### src/rtl/bdai_ram.sv
// generic single-write, single-read ram with registered read data
module bdai_ram #(
  parameter int WIDTH = 32,
  parameter int DEPTH = 16,
  localparam int AW = $clog2(DEPTH)
) (
  input  logic             clk_i,
  input  logic             we_i,
  input  logic [AW-1:0]    waddr_i,
  input  logic [WIDTH-1:0] wdata_i,
  input  logic [AW-1:0]    raddr_i,
  output logic [WIDTH-1:0] rdata_o
);

  logic [WIDTH-1:0] mem [DEPTH];

  always_ff @(posedge clk_i) begin
    if (we_i) begin
      mem[waddr_i] <= wdata_i;
    end
    rdata_o <= mem[raddr_i];
  end

endmodule
### config.mk
export PLATFORM = sky130hd
export DESIGN_NAME = bdai_ram
export DESIGN_NICKNAME = d
export VERILOG_FILES = /design/src/rtl/bdai_ram.sv
export SDC_FILE = /design/constraint.sdc
export NUM_CORES = 1
export LEC_CHECK = 0
export BUFFER_PORTS_ARGS = -buffer_cell sky130_fd_sc_hd__buf_2
export CAP_MARGIN = 10
export CORE_ASPECT_RATIO = 0.9
export CORE_MARGIN = 5
export CORE_UTILIZATION = 40
export CTS_BUF_LIST = sky130_fd_sc_hd__clkbuf_16
export CTS_CLUSTER_SIZE = 16
export DETAILED_ROUTE_END_ITERATION = 7
export PLACE_DENSITY = 0.56
export SLEW_MARGIN = 40
export SYNTH_ARGS = -nofsm -noshare
export SYNTH_HDL_FRONTEND = slang
export SYNTH_SLANG_ARGS = --single-unit
### constraint.sdc
create_clock -name clk_i -period 10.35 [get_ports clk_i]
set_input_delay 2.5875 -clock clk_i [delete_from_list [all_inputs] [get_ports clk_i]]
set_output_delay 2.5875 -clock clk_i [all_outputs]
set_load 0.05 [all_outputs]
Yosys cells after proc, flatten, opt, wreduce, memory -nomap -nowiden:

Memory sizes are Yosys's and may differ from the RTL's. A register that Yosys moved wholly into a read port is not among the register bits.
Cells that the tools add are included.

* RAM bits: 512
* logic and storage cells: 3
* memories: 1
* input port bits: 42
* output and inout port bits: 32
* bits in registers: 0

Memory list
* mem: words 16, width 32, rd ports 1, clocked after memory_dff 1, write ports 1, RTL line 15 `logic [WIDTH-1:0] mem [DEPTH];`

* multiplexer cells: 2

Operators by type and width (count)
* 2-to-1 mux 1 bit: 2

Longest topological paths before layout:

* depth in word-level cells: 2
* mapped depth: 5
* depth with buffers taken out: 3

Worst setup path after synthesis:

Ideal clock, no wire load.

* kind: input port to flip-flop
* start: in waddr_i[2]
* end: mem mem[0][0], enable pin
* data required time: 9.889 ns
* stages: 2
* arrival: 5.306 ns
* slack: 4.583 ns
* path buffers: 0
* setup time: 0.461 ns
* cell sequence: or3b_2 nor3_1

RTL lines
* from (decl): RTL line 9 `input logic [AW-1:0] waddr_i,`
* to (decl): RTL line 15

No word-level cell before the write port.

==> results by group <==
Pwr
  • Total power: 0.00457 W
  • Worst IR Drop VDD: 0.117 mV
  • Reported leakage power: 7.33 nW
  • Total power divided by cell area: 200 nW/um2

GRT
  • Pin count of the biggest net entering global routing: 80
  • Gr ovfl total: 0
  • Via count of the first global-routing pass: 9,328
  • Initial antenna violation count: 4
  • All-Layer GR Usage: 15.9%
  • Global-route wire length before repair: 63,300 um

STA
  • Timing-limited maximum frequency: 0.238 GHz
  • Pins Over Slew Limit: 0
  • Final period util: 40.6%
  • Setup violators final: 0
  • Slew of the pin with the lowest slew margin: 751 ps
  • Remaining max-slew budget at the tightest pin: 49.9%
  • Skew final: 7.41 ps
  • Post-Route Setup TNS: 0 ps
  • Count of endpoints failing hold in the final timing report: 0
  • RSZ-0062 raised after global routing: no
  • Smallest setup slack after layout: 6140 ps
  • Clock period minus worst slack: 4210 ps

Placed design
  • Count of buffers inserted at the top-level ports: 73
  • HPWL after DPL: 18,800 um
  • Post-place instance area: 21,100 um2
  • Pre-CTS setup slack: 5450 ps
  • GPL Wtd Cong: 0.686

Setup path
  • Critical path capture point type: flop
  • Kind of critical path: input port to flop
  • Kind of start point of the critical path: input port
  • Arrival time worst endpoint: 4690 ps
  • Critical-path maximum fanout: 79
  • Required arrival time at the worst endpoint: 10,830 ps

Clock tree
  • Clock sinks: 544
  • CTS Buf Count: 54
  • Cts hold-fix bufs: 0
  • Clock Path Buffers: 3
  • Clock tree from TritonCTS: yes
  • H-tree depth: 2
  • Root cell of the clock tree: clkbuf_16
  • # resized after CTS: 0
  • Post-CTS setup repair buffer count: 0
  • Insertion delay to the later sink of the worst-skew pair: 590 ps
  • Clock-pin slew on the worst setup and hold paths: 60 ps

Floorplanning
  • Starting density of the core: 40.4%
  • Horizontal extent of the die: 245 um
  • Site Rows: 77
  • Die Y-Extent: 221 um
  • Boundary pin count: 74
  • Die Outline Area: 54,200 um2
  • Core footprint: 49,100 um2

Yosys
  • Synthesis-stage register bit count: 544
  • Part of the Yosys area used for sequential elements: 80.7%
  • Proportion of register bits with asynchronous set or reset after synthesis: 0%
  • Most area-hungry cell type in the Yosys netlist: edfxtp_1
  • Count of flip-flops with a built-in enable after synthesis: 512
  • Count of unique library cells instantiated by Yosys: 18
  • YS warnings: 0
  • Leading cell type by number of instances after synthesis: edfxtp_1
  • Most area-consuming cells after synthesis: edfxtp_1, mux4_2, dfxtp_1
  • Post-Synthesis Cell Area: 19,900 um2
  • Mean cell area of the mapped netlist: 23.7 um2
  • Top post-synthesis cells by count: edfxtp_1, mux4_2, a22oi_1
  • Post-Synthesis Cells: 838
  • Net Count, Synth: 880
  • Area share of the largest cell type after synthesis: 77.4%
  • Most used flip-flop cell after synthesis: edfxtp_1

Detailed routing
  • Vias: 8,890
  • DR pass1 iterations: 5
  • Count of unresolved DRC violations after routing: 0
  • Sum of routed wire length over all layers: 43,200 um
  • Routed len/inst: 26.6 um
  • DRT antenna net count: 0
  • Drt first-iter violations: 837
  • Detail-routed via count per cell: 5.47

Layout
  • # nets final: 988
  • Final core utilization: 46.4%
  • Layout cells sized above 1: 32.3%
  • Design area: 22,800 um2
  • Area overhead of the layout relative to synthesis: 14.8%

Hold path
  • Class of the tightest hold or removal check: flop to flop

Status
  • Status: finished, final reports clean

Run
  • Total of max-cap violations: 0
## cell type report
type	count	area, um2
fillers	4076	26300
flip-flops and latches	544	16000
multi-input cells	251	3750
clock buffers	57	1430
well taps	632	791
repair buffers	95	563
clock inverters	44	251
diodes	2	5.00
## kinds of logic after synthesis
group	count (synthesis)	synth area share [%]
AO/OA/AOI/OAI	64	2.42
flip-flops	544	80.7
multiplexers	128	14.5
buffers and inverters	43	1.12
AND/OR/NAND/NOR	59	1.27
## cells in the final DEF (no fill, tap or decap)
cell type     n
edfxtp_1    512
mux4_2      128
buf_2        71
a22oi_1      64
clkbuf_16    58
nand2_1      33
dfxtp_1      32
buf_4        21
nor2_4       13
inv_1        13
clkinv_2     13
clkinv_1     12
nor3_2        4
diode_2       2
nor2b_4       2
nand3b_1      2
nand2b_1      2
bufinv_16     2
clkinv_4      2
clkinvlp_4    2
and2_2        1
nand3_1       1
or3b_2        1
clkbuf_8      1
buf_6         1
## critical path, stage by stage
cell and delay (ps):
clkbuf_16 460, buf_6 650, mux4_2 590, a22oi_1 250, nand2_1 80
## flip-flops by register name, summed over array words and instances (netlist names)
name     count
mem        512
rdata_o     32
## stage by stage
| step | instances | hold slack, ps |
|---|---|---|
| 3_3_place_gp | 1522 | 653 |
| 4_1_cts | 1623 | 665 |
| 6_report | 1625 | 664 |
| 2_1_floorplan | 838 | 635 |
| 3_5_place_dp | 1522 | 655 |
| 5_1_grt | 1623 | 694 |
## power breakdown
part           internal, W  switching, W
Clock              0.00104      0.000796
Sequential         0.00246     0.0000157
Combinational    0.0000868      0.000171
Total              0.00359      0.000983
## routing by layer
metal / part of all wire, % / global-route usage (%) / vias to the layer above / wire, um
li1: - / - / 3788 / -
met1: 45 / 23.9 / 4774 / 19500
met2: 46 / 24.2 / 254 / 20000
met3: 6.5 / 2.94 / 68 / 2830
met4: 2.0 / 4.09 / 6 / 851
met5: 0.093 / 0 / - / 40
## final timing paths
check,from,endpoint,slack [ps],depth (start not counted)
worst max-delay path,raddr_i[0],rdata_o[17],6140,5
worst min register to register,mem[14][17],rdata_o[17],660,3
worst max register to register,mem[11][18],rdata_o[18],9060,3
worst min-delay path,mem[14][17],rdata_o[17],660,3
(Power assumes the default switching activity.)
